--- src/hdl/sle_pkg.sv ---
// ----------------------------------------------------------------------------
// sle_pkg
// Shared types and constants for the sprite line evaluator.
// ----------------------------------------------------------------------------
package sle_pkg;

  localparam int unsigned SlotsPerLine = 8;
  localparam int unsigned TableEntries = 64;

  // counters hold their limit value, so one extra code is needed
  localparam int unsigned HitW   = $clog2(SlotsPerLine + 1);
  localparam int unsigned EntryW = $clog2(TableEntries + 1);

  localparam int unsigned LineW  = 8;
  localparam int unsigned RowW   = 5;
  localparam int unsigned SlotW  = 3;
  localparam int unsigned AddrW  = 5;
  localparam int unsigned DataW  = 32;

  localparam logic [7:0] EndMarkY       = 8'd208;
  localparam logic [7:0] ActiveLinesRst = 8'd192;

  typedef enum logic [2:0] {
    REG_TALL   = 3'd0,
    REG_ZOOM   = 3'd1,
    REG_EXT    = 3'd2,
    REG_LIMIT  = 3'd3,
    REG_ACTIVE = 3'd4
  } reg_idx_e;

  typedef struct packed {
    logic       tall_sprites;
    logic       zoom_sprites;
    logic       extended_mode;
    logic       limit_enable;
    logic [7:0] active_lines;
  } cfg_t;

endpackage

--- src/hdl/sle_cfg_regs.sv ---
// ----------------------------------------------------------------------------
// sle_cfg_regs
// APB register bank holding the sprite evaluation mode bits.
// ----------------------------------------------------------------------------
module sle_cfg_regs (
  input  logic                        clk_i,
  input  logic                        rst_ni,
  input  logic                        psel,
  input  logic                        penable,
  input  logic                        pwrite,
  input  logic [sle_pkg::AddrW-1:0]   paddr,
  input  logic [sle_pkg::DataW-1:0]   pwdata,
  output logic [sle_pkg::DataW-1:0]   prdata,
  output logic                        pready,
  output sle_pkg::cfg_t               cfg_o
);

  sle_pkg::cfg_t     cfg_q, cfg_d;
  sle_pkg::reg_idx_e idx;
  logic              wr_en;

  assign pready = 1'b1;
  assign idx    = sle_pkg::reg_idx_e'(paddr[sle_pkg::AddrW-1:2]);
  assign wr_en  = psel & penable & pwrite & pready;

  always_comb begin
    cfg_d = cfg_q;
    if (wr_en) begin
      case (idx)
        sle_pkg::REG_TALL:   cfg_d.tall_sprites  = pwdata[0];
        sle_pkg::REG_ZOOM:   cfg_d.zoom_sprites  = pwdata[0];
        sle_pkg::REG_EXT:    cfg_d.extended_mode = pwdata[0];
        sle_pkg::REG_LIMIT:  cfg_d.limit_enable  = pwdata[0];
        sle_pkg::REG_ACTIVE: cfg_d.active_lines  = pwdata[7:0];
        default: ;
      endcase
    end
  end

  always_comb begin
    case (idx)
      sle_pkg::REG_TALL:   prdata = {31'd0, cfg_q.tall_sprites};
      sle_pkg::REG_ZOOM:   prdata = {31'd0, cfg_q.zoom_sprites};
      sle_pkg::REG_EXT:    prdata = {31'd0, cfg_q.extended_mode};
      sle_pkg::REG_LIMIT:  prdata = {31'd0, cfg_q.limit_enable};
      sle_pkg::REG_ACTIVE: prdata = {24'd0, cfg_q.active_lines};
      default:             prdata = '0;
    endcase
  end

  always_ff @(posedge clk_i or negedge rst_ni) begin
    if (!rst_ni) begin
      cfg_q.tall_sprites  <= 1'b0;
      cfg_q.zoom_sprites  <= 1'b0;
      cfg_q.extended_mode <= 1'b0;
      cfg_q.limit_enable  <= 1'b1;
      cfg_q.active_lines  <= sle_pkg::ActiveLinesRst;
    end else begin
      cfg_q <= cfg_d;
    end
  end

  assign cfg_o = cfg_q;

endmodule

--- src/hdl/sprite_line_evaluator.sv ---
// ----------------------------------------------------------------------------
// sprite_line_evaluator
// Per-scanline sprite attribute evaluation: one table entry in, one result out.
// ----------------------------------------------------------------------------
// result: captured in the output register in the cycle after the input transaction
// throughput: one entry per cycle while the output is not stalled, set by the single output register stage
// input stalls only while a result is held and the downstream side is not ready
// reset: line state, sticky flags and output valid cleared; registers to defaults
module sprite_line_evaluator (
  input  logic                        clk_i,
  input  logic                        rst_ni,
  // input entries
  input  logic                        s_axis_tvalid,
  output logic                        s_axis_tready,
  input  logic [31:0]                 s_axis_tdata,  // line_number, entry_y, entry_x, entry_tile
  input  logic                        s_axis_tuser,  // line_start
  // results
  output logic                        m_axis_tvalid,
  input  logic                        m_axis_tready,
  // slot, row_in_sprite, out_x, out_tile, overflow_flag, sprite_seen, scan_stopped, 5 zeros
  output logic [31:0]                 m_axis_tdata,
  output logic                        m_axis_tuser,  // accepted
  // configuration
  input  logic                        psel,
  input  logic                        penable,
  input  logic                        pwrite,
  input  logic [sle_pkg::AddrW-1:0]   paddr,
  input  logic [sle_pkg::DataW-1:0]   pwdata,
  output logic [sle_pkg::DataW-1:0]   prdata,
  output logic                        pready
);

  sle_pkg::cfg_t cfg;

  sle_cfg_regs u_cfg (
    .clk_i   (clk_i),
    .rst_ni  (rst_ni),
    .psel    (psel),
    .penable (penable),
    .pwrite  (pwrite),
    .paddr   (paddr),
    .pwdata  (pwdata),
    .prdata  (prdata),
    .pready  (pready),
    .cfg_o   (cfg)
  );

  // line scan state
  logic [sle_pkg::HitW-1:0]   hit_q, hit_d, hit_cur;
  logic [sle_pkg::EntryW-1:0] ent_q, ent_d, ent_cur;
  logic                       stop_q, stop_d, stop_cur;
  logic                       ovf_q, ovf_d;
  logic                       seen_q, seen_d;

  // output register
  logic                       m_valid_q;
  logic                       acc_q, acc_d;
  logic [sle_pkg::SlotW-1:0]  slot_q, slot_d;
  logic [sle_pkg::RowW-1:0]   row_q, row_d;
  logic [7:0]                 x_q, x_d;
  logic [7:0]                 tile_q, tile_d;

  logic                       in_fire;
  logic [7:0]                 line_num, ent_y, ent_x, ent_tile;
  logic [7:0]                 y_eff, row;
  logic                       active, term, in_range, hit, full, acc;
  logic [sle_pkg::HitW+2:0]   hit_ext;

  assign s_axis_tready = !m_valid_q || m_axis_tready;
  assign in_fire       = s_axis_tvalid && s_axis_tready;

  assign line_num = s_axis_tdata[7:0];
  assign ent_y    = s_axis_tdata[15:8];
  assign ent_x    = s_axis_tdata[23:16];
  assign ent_tile = s_axis_tdata[31:24];

  always_comb begin
    // a line start clears the scan before this entry is evaluated
    hit_cur  = s_axis_tuser ? '0 : hit_q;
    ent_cur  = s_axis_tuser ? '0 : ent_q;
    stop_cur = s_axis_tuser ? 1'b0 : stop_q;

    active = !stop_cur && (ent_cur < sle_pkg::EntryW'(sle_pkg::TableEntries));
    term   = !cfg.extended_mode && (ent_y == sle_pkg::EndMarkY);
    y_eff  = ent_y | {7'd0, cfg.zoom_sprites};
    row    = line_num - y_eff;

    case ({cfg.tall_sprites, cfg.zoom_sprites})
      2'b11:   in_range = (row[7:5] == 3'd0);
      2'b10,
      2'b01:   in_range = (row[7:4] == 4'd0);
      default: in_range = (row[7:3] == 5'd0);
    endcase

    hit  = active && !term && in_range;
    full = (hit_cur >= sle_pkg::HitW'(sle_pkg::SlotsPerLine));
    acc  = hit && !full;

    hit_d  = acc ? hit_cur + 1'b1 : hit_cur;
    ent_d  = active ? ent_cur + 1'b1 : ent_cur;
    stop_d = stop_cur || (active && term) || (hit && full && cfg.limit_enable);
    ovf_d  = ovf_q || (hit && full && (line_num < cfg.active_lines));
    seen_d = seen_q || hit;

    hit_ext = {3'd0, hit_cur};
    acc_d   = acc;
    slot_d  = acc ? hit_ext[2:0] : '0;
    row_d   = acc ? row[4:0] : '0;
    x_d     = acc ? ent_x : '0;
    tile_d  = acc ? ent_tile : '0;
  end

  always_ff @(posedge clk_i or negedge rst_ni) begin
    if (!rst_ni) begin
      hit_q     <= '0;
      ent_q     <= '0;
      stop_q    <= 1'b0;
      ovf_q     <= 1'b0;
      seen_q    <= 1'b0;
      m_valid_q <= 1'b0;
    end else begin
      if (in_fire) begin
        hit_q  <= hit_d;
        ent_q  <= ent_d;
        stop_q <= stop_d;
        ovf_q  <= ovf_d;
        seen_q <= seen_d;
      end
      if (in_fire) begin
        m_valid_q <= 1'b1;
      end else if (m_axis_tready) begin
        m_valid_q <= 1'b0;
      end
    end
  end

  always_ff @(posedge clk_i) begin
    if (in_fire) begin
      acc_q  <= acc_d;
      slot_q <= slot_d;
      row_q  <= row_d;
      x_q    <= x_d;
      tile_q <= tile_d;
    end
  end

  // sticky and stop bits travel with the result of the entry that set them
  logic ovf_out_q, seen_out_q, stop_out_q;

  always_ff @(posedge clk_i) begin
    if (in_fire) begin
      ovf_out_q  <= ovf_d;
      seen_out_q <= seen_d;
      stop_out_q <= stop_d;
    end
  end

  assign m_axis_tvalid = m_valid_q;
  assign m_axis_tuser  = acc_q;
  assign m_axis_tdata  = {5'd0, stop_out_q, seen_out_q, ovf_out_q,
                          tile_q, x_q, row_q, slot_q};

endmodule

--- config.mk ---
export PLATFORM = sky130hd
export DESIGN_NAME = sprite_line_evaluator
export DESIGN_NICKNAME = d
export VERILOG_FILES = /design/src/hdl/sle_pkg.sv /design/src/hdl/sle_cfg_regs.sv /design/src/hdl/sprite_line_evaluator.sv
export SDC_FILE = /design/constraint.sdc
export NUM_CORES = 1
export LEC_CHECK = 0
export BUFFER_PORTS_ARGS = -buffer_cell sky130_fd_sc_hd__buf_4
export CORE_MARGIN = 4
export CORE_UTILIZATION = 40
export DETAILED_ROUTE_END_ITERATION = 6
export PLACE_DENSITY = 0.69
export SYNTH_ARGS = -nofsm -noshare
export SYNTH_HDL_FRONTEND = slang
export SYNTH_HIERARCHICAL = 1
export SYNTH_SLANG_ARGS = --single-unit
--- constraint.sdc ---
create_clock -name clk_i -period 3.4 [get_ports clk_i]
set_input_delay 0.34 -clock clk_i [delete_from_list [all_inputs] [get_ports clk_i]]
set_output_delay 0.34 -clock clk_i [all_outputs]
set_load 0.01 [all_outputs]
==> metrics.csv, run 1 <==
stage,metric,value,unit
final_layout,final_nets,488,
timing,tns,0,ns
placement,gp_congestion,0.8439,
hold_path,hold_path_class,input pin to flop,
critical_path,cp_top_family,compound AO/OA/AOI/OAI gates,
global_routing,grt_max_degree,30,
clocking,cts_root_buf,clkbuf_8,
final_layout,n_antenna_cell,0,
final_layout,fill_cells,772,
status,status,"finished, final reports clean",
global_routing,grt_pass1_wl,11.03,mm
critical_path,r2r_slack,0.47,ns
synth,syn-instance-count,308,
hold_path,holdPathStages,2,
final_layout,drive_gt1_share,33.84,%
final_layout,mostFrequentLayoutCells,"90 x buf_4, 30 x conb_1, 28 x edfxtp_1",
synth,yosysSeqAreaShare,45.15,%
synth,synth_edf_count,28,
timing,period_needed,2.930,ns
clocking,clkLatencyLatePin,0.31,ns
synth,yosysUniqueCellTypes,63,
clocking,post_cts_resized,0,
clocking,path_clk_slew,0.10,ns
critical_path,crit_type,flop to flop,
pwr,vdd_ir_drop_max,0.1634,mV
clocking,cts_sinks,55,
pwr,p_leak,1.956,nW
global_routing,antenna_found_initial,0,
critical_path,slowest_delay,0.48,ns
synth,avgSynthCellArea,10.93,sq um
floorplan,die_h,99.75,microns
final_layout,finalInstanceArea,4056,sq um
pwr,comb_power_share,25.8,%
floorplan,pin_count,145,
detailed_routing,drt.antenna.violating_nets,0,
critical_path,end_kind,flop,
placement,port_buffers,88,
floorplan,rows,33,
synth,synth-main-ff-cell,edfxtp_1,
detailed_routing,dr.first_iter.drc_count,107,
critical_path,r2r-end,tile_q[4],
detailed_routing,wl_per_cell,13.79,microns
timing,rsz0062_at_grt,no,
clocking,cts_buffer_depth,2,
clocking,cts_buffers,5,
detailed_routing,drc,0,
global_routing,grt-ovfl-total,0,
timing,hold_violations,0,
detailed_routing,vias,2410,
final_layout,syn_to_final_growth,20.48,%
timing,setup_viol,0,
synth,async_flop_share,49.09,%
pwr,pwr-share-seq,52.4,%
timing,clock.fmax,0.3412,GHz
detailed_routing,drtPass1Iterations,4,
synth,synth_area,3367,sq um
critical_path,arrival,3.10,ns
critical_path,slowest_stage,dfrtp_1,
floorplan,design.core.area,8217,sq um
clocking,cts_tree,done,
final_layout,layout_commonest_cell,buf_4,
critical_path,path_max_fanout,18,
pwr,swShare,28.61,%
timing,report.final.slew_viol_count,0,
critical_path,crit_required,3.57,ns
pwr,power,0.001610,W
critical_path,critical_path_buf_inv_count,2,
global_routing,grt_usage,13.67,%
timing,worst_pin_slew,0.6087,ns
pwr,p_per_area,397.0,nW/um^2
final_layout,fin_cells,498,
critical_path,crit_chain,or2_2 -> ha_1 -> inv_1 -> fa_1 -> a211oi_2 -> nor2_1 -> o31ai_1 -> o2111a_2 -> o211a_1 -> buf_4 -> and3_1,
pwr,p_clk_share,21.9,%
hold_path,min_from,s_axis_tvalid,
pwr,internal_power,0.001150,W
synth,yosysWarnings,6,
detailed_routing,routed_wl,6.869,mm
critical_path,crit_path_start_kind,flop,
clocking,htree_levels,2,
critical_path,regToRegStartpoint,u_cfg/cfg_o[10],
timing,period_share,86.19,%
placement,dpl.hpwl,5.464,mm
critical_path,r2r_cells,11,
global_routing,grt_pass1_vias,2322,
pwr,switchingPower,0.0004608,W
floorplan,die_x,99.75,microns
floorplan,die-area,9949,sq um
timing,clock_skew,0.008901,ns
run,drv_cap,0,
synth,synth-seq-cells,55,
placement,placed_area,3961,sq um
timing,max_slew_margin,59.30,%
placement,dp_cells,489,
floorplan,start_util,40.98,%
hold_path,whs_endpoint,m_axis_tvalid,
detailed_routing,viasPerCell,4.839,
## area by class of cell
type | instances | area, sq um | area share [%]
clock inverter | 2 | 12.51 | 0.3085
inverter | 22 | 82.58 | 2.036
timing repair buffer | 91 | 685.7 | 16.90
multi-input combinational | 217 | 1551 | 38.25
clock buffer | 6 | 72.57 | 1.789
tap | 105 | 131.4 | 3.239
sequential | 55 | 1520 | 37.48
## cells in the mapped netlist, types with 6 or more instances
master	number	area [sq um]
nand2_1	12	45.04
edfxtp_1	28	840.8
a21oi_1	8	40.04
nor3_1	10	50.05
and3_1	22	137.6
nor2b_1	7	43.79
nand3_1	6	30.03
nor2_1	13	48.80
ha_1	18	225.2
buf_4	34	255.2
dfrtp_1	24	600.6
inv_1	20	75.07
o21ai_0	8	40.04
and2_2	7	52.55
mux2_4	8	120.1
## worst max-delay path by stage
| stage | from | endpoint | slack [ns] | cells past startpoint |
|---|---|---|---|---|
| 2_1_floorplan | u_cfg/cfg_o[10] | hit_q[2] | 0.86 | 12 |
| 3_3_place_gp | u_cfg/cfg_o[10] | row_q[1] | 0.52 | 11 |
| 3_5_place_dp | u_cfg/cfg_o[10] | tile_q[4] | 0.49 | 11 |
| 4_1_cts | u_cfg/cfg_o[10] | tile_q[4] | 0.46 | 11 |
| 5_1_grt | u_cfg/cfg_o[10] | hit_q[0] | 0.27 | 11 |
| 6_report | u_cfg/cfg_o[10] | tile_q[4] | 0.47 | 11 |
## routing by layer
metal	wire [microns]	track usage [%]
met1	3019	18.21
met2	3110	22.11
met3	684	4.208
met4	55	2.626
met5	0	0
## sequential cells by signal, summed over array words and instances (netlist names), 3 cells and up
register,count
u_cfg/cfg_o,12
x_q,8
tile_q,8
row_q,5
hit_q,4
slot_q,3
ent_q,7
## repair_timing
| item | 4_1_cts | 5_1_grt |
|---|---|---|
| setup buffers | 0 | 0 |
| endpoints found under the hold margin | 24 | 0 |
| hold buffers | 1 | 0 |
## worst reg2reg max path, cell delays in order (launching register included)
cell and delay, ns:
dfrtp_1 0.48, or2_2 0.15, ha_1 0.15, inv_1 0.06
fa_1 0.41, a211oi_2 0.30, nor2_1 0.10, o31ai_1 0.24
o2111a_2 0.25, o211a_1 0.25, buf_4 0.23, and3_1 0.17
## cell families after synthesis
family                   Yosys count  synth area share (%)
adder cells (fa/ha/maj)           19                 7.284
XOR/XNOR                           7                 1.821
multiplexers                      16                 6.132
AND/OR/NAND/NOR                   99                 17.28
AO/OA/AOI/OAI                     46                 10.22
other                              3                0.3344
buffers and inverters             63                 11.78
flip-flops                        55                 45.15
## power groups by stage
stage               combinational (W)  clock, W  sequential [W]
floorplan                    0.000297         0        0.000849
global placement             0.000406         0        0.000854
detailed placement           0.000416         0        0.000858
CTS                          0.000419  0.000359        0.000844
global route                 0.000464  0.000384        0.000856
finish                       0.000415  0.000352        0.000843
## through the flow
step	worst slack, ns	hold slack [ns]	utilization [%]
floorplan	0.8588	0.04441	-
global route	0.2700	0.2276	49.37
CTS	0.4600	0.2226	49.37
global placement	0.5193	0.2754	48.21
finish	0.4695	0.2225	49.37
detailed placement	0.4899	0.2812	48.21
No activity file was read; power rests on OpenSTA's default activity.
==> inputs of run 2 (changes only) <==
- ABC_AREA: unset -> 1
- PLACE_DENSITY: 0.69 -> 0.68
==> run 2 against run 1 <==
  * Final area grew 6.9%
  * Cell count grew 22%
  * Synthesized area grew 6.3%
  * Highest routed layer unchanged
  * Via count grew 13%
  * Largest cell class unchanged
  * Synthesized cell count grew 33%
  * Power grew 9.2%
  * Wire length grew 2.2%
  * Register-to-register slack gained 0.14 ns
  * Count of clock-buffer cells in the layout shrank 1
==> metrics.csv, run 2 <==
stage,metric,value,unit
clocking,cts_tree,done,
final_layout,mostFrequentLayoutCells,"91 x nand2_1, 89 x buf_4, 70 x inv_1",
global_routing,grt_max_degree,28,
synth,synth-main-ff-cell,edfxtp_1,
final_layout,syn_to_final_growth,21.22,%
timing,hold_violations,0,
floorplan,start_util,41.03,%
final_layout,drive_gt1_share,28.11,%
clocking,cts_root_buf,clkbuf_8,
timing,rsz0062_at_grt,no,
synth,yosysWarnings,6,
global_routing,grt_pass1_vias,2584,
critical_path,regToRegStartpoint,u_cfg/cfg_o[10],
final_layout,fin_cells,606,
floorplan,die_h,102.6,microns
pwr,comb_power_share,27.7,%
critical_path,slowest_stage,dfrtp_1,
hold_path,whs_endpoint,u_cfg/cfg_o[1],
global_routing,grt_pass1_wl,11.32,mm
synth,synth.top_cells.by_count,"91 x nand2_1, 70 x inv_1, 33 x buf_4",
placement,dp_cells,597,
synth,synth-seq-cells,55,
floorplan,die-area,10520,sq um
placement,dpl.hpwl,5.654,mm
detailed_routing,wl_per_cell,11.58,microns
synth,yosysSeqAreaShare,42.48,%
synth,synth_top_area_share,23.50,%
run,drv_cap,0,
timing,clock_skew,0.01233,ns
detailed_routing,dr.first_iter.drc_count,97,
clocking,htree_levels,2,
clocking,path_clk_slew,0.11,ns
status,status,"finished, final reports clean",
floorplan,design.core.area,8721,sq um
synth,syn-instance-count,410,
critical_path,path_max_fanout,17,
hold_path,holdPathStages,3,
detailed_routing,drt.antenna.violating_nets,0,
final_layout,layout_commonest_cell,nand2_1,
final_layout,final_nets,593,
pwr,switchingPower,0.0005528,W
timing,clock.fmax,0.3580,GHz
synth,async_flop_share,49.09,%
synth,synth_edf_count,28,
critical_path,arrival,2.98,ns
timing,fin_hold_ws,0.2306,ns
critical_path,crit_path_start_kind,flop,
pwr,p_per_area,405.3,nW/um^2
hold_path,min_from,pwdata[1],
timing,tns,0,ns
critical_path,crit_chain,or2_2 -> ha_1 -> inv_1 -> fa_1 -> nand2_1 -> nand2_1 -> nand3b_1 -> nand3_1 -> nand3_2 -> nor2_4 -> nand3_4 -> buf_12 -> nor2_4,
floorplan,die_x,102.6,microns
placement,port_buffers,88,
placement,gp_congestion,0.8529,
pwr,power,0.001758,W
critical_path,r2r_slack,0.61,ns
timing,period_needed,2.793,ns
pwr,pwr-share-seq,46.9,%
final_layout,largest_register_ffs,12,
critical_path,slowest_delay,0.46,ns
pwr,internal_power,0.001205,W
critical_path,crit_type,flop to flop,
synth,synth_largest_area_cell,edfxtp_1,
critical_path,r2r-end,slot_q[1],
clocking,cts_buffers,5,
critical_path,end_kind,flop,
global_routing,grt-ovfl-total,0,
pwr,vdd_ir_drop_max,0.2051,mV
pwr,swShare,31.44,%
floorplan,pin_count,145,
timing,setup_viol,0,
critical_path,crit_required,3.59,ns
detailed_routing,routed_wl,7.017,mm
synth,synth_area_leaders,"edfxtp_1 23%, dfrtp_1 17%, nand2_1 9.5%, inv_1 7.3%, nor2_4 7.2%",
clocking,cts_sinks,55,
detailed_routing,drc,0,
global_routing,antenna_found_initial,0,
detailed_routing,drtPass1Iterations,4,
detailed_routing,viasPerCell,4.498,
timing,report.final.slew_viol_count,0,
clocking,clkLatencyLatePin,0.31,ns
synth,post-synth-top-count-cell,nand2_1,
synth,avgSynthCellArea,8.728,sq um
hold_path,hold_path_class,input pin to flop,
critical_path,r2r_cells,13,
pwr,p_leak,2.252,nW
synth,synth_area,3578,sq um
final_layout,n_antenna_cell,0,
global_routing,grt_usage,13.38,%
detailed_routing,vias,2726,
floorplan,rows,34,
pwr,p_clk_share,25.4,%
timing,period_share,82.15,%
synth,yosysUniqueCellTypes,39,
clocking,cts_buffer_depth,2,
-- run 2: cell types whose count changed in the layout (fill, tap and decap cells not counted), moves of 15 or more --
cell	before	now
nand2_1	12	91
nor2_4	0	23
inv_1	20	70
nand3_1	6	21
nor2_1	13	28
and3_1	22	0
-- run 2: layer usage --
layer | GRT usage, % | up-vias | share of wire (%)
li1 | - | 1388 | -
met3 | 2.571 | 7 | 8.0
met4 | 4.440 | 0 | 1.4
met1 | 16.79 | 1228 | 43
met2 | 23.14 | 103 | 47
met5 | 0 | - | 0
-- run 2: cell type report --
class	count	area [sq um]
Clock buffer	5	68.82
Tap cell	108	135.1
Sequential cell	55	1520
Multi-Input combinational cell	271	1595
Timing Repair Buffer	91	698.2
Inverter	73	274.0
Clock inverter	3	46.29
Fill cell	837	4383
-- run 2: timing repair --
action,4_1_cts,5_1_grt
hold buffers,1,0
hold endpoints to repair,24,0
setup buffers,0,0
gates resized for setup,0,0
-- run 2: cell families (layout without fill, tap and decap cells) --
| logic type | count (synthesis) | count (layout) | share of synthesized area [%] |
|---|---|---|---|
| fa+ha+maj | 19 | 19 | 6.853 |
| xor+xnor | 7 | 7 | 1.713 |
| buf+inv | 111 | 172 | 15.77 |
| compound gates | 25 | 25 | 4.091 |
| other cells | 3 | 30 | 0.3147 |
| simple gates | 190 | 190 | 28.78 |
| flops | 55 | 55 | 42.48 |
-- run 2: per-stage QoR --
| stage | worst slack, ns | instance area (sq um) | utilization (%) |
|---|---|---|---|
| 2_1_floorplan | 1.107 | 3680 | - |
| 3_3_place_gp | 0.6532 | 4213 | 48.31 |
| 3_5_place_dp | 0.5938 | 4213 | 48.31 |
| 4_1_cts | 0.6004 | 4338 | 49.74 |
| 5_1_grt | 0.3707 | 4338 | 49.74 |
| 6_report | 0.6069 | 4338 | 49.74 |
-- run 2: critical path, delay by kind of cell, from the launching register on --
| kind | cells | cell delay (ns) |
|---|---|---|
| simple gates | 9 | 1.43 |
| flops | 1 | 0.46 |
| buf+inv | 2 | 0.38 |
| fa+ha+maj | 2 | 0.40 |
-- run 2: power groups by stage --
stage	logic [W]	clock network, W	registers (W)
after global placement	0.000475	0	0.000837
after detailed placement	0.000489	0	0.000840
after CTS	0.000492	0.000464	0.000825
after floorplan	0.000343	0	0.000840
final	0.000487	0.000447	0.000825
after global routing	0.000553	0.000485	0.000834
-- run 2: worst max-delay path by stage --
stage	slack, ns	to	from	cells after the start
floorplan	1.11	slot_q[1]	u_cfg/cfg_o[10]	12
global placement	0.65	tile_q[7]	s_axis_tdata[8]	14
detailed placement	0.59	slot_q[1]	s_axis_tdata[8]	14
CTS	0.60	slot_q[1]	u_cfg/cfg_o[10]	13
global route	0.37	tile_q[4]	u_cfg/cfg_o[10]	14
finish	0.61	slot_q[1]	u_cfg/cfg_o[10]	13
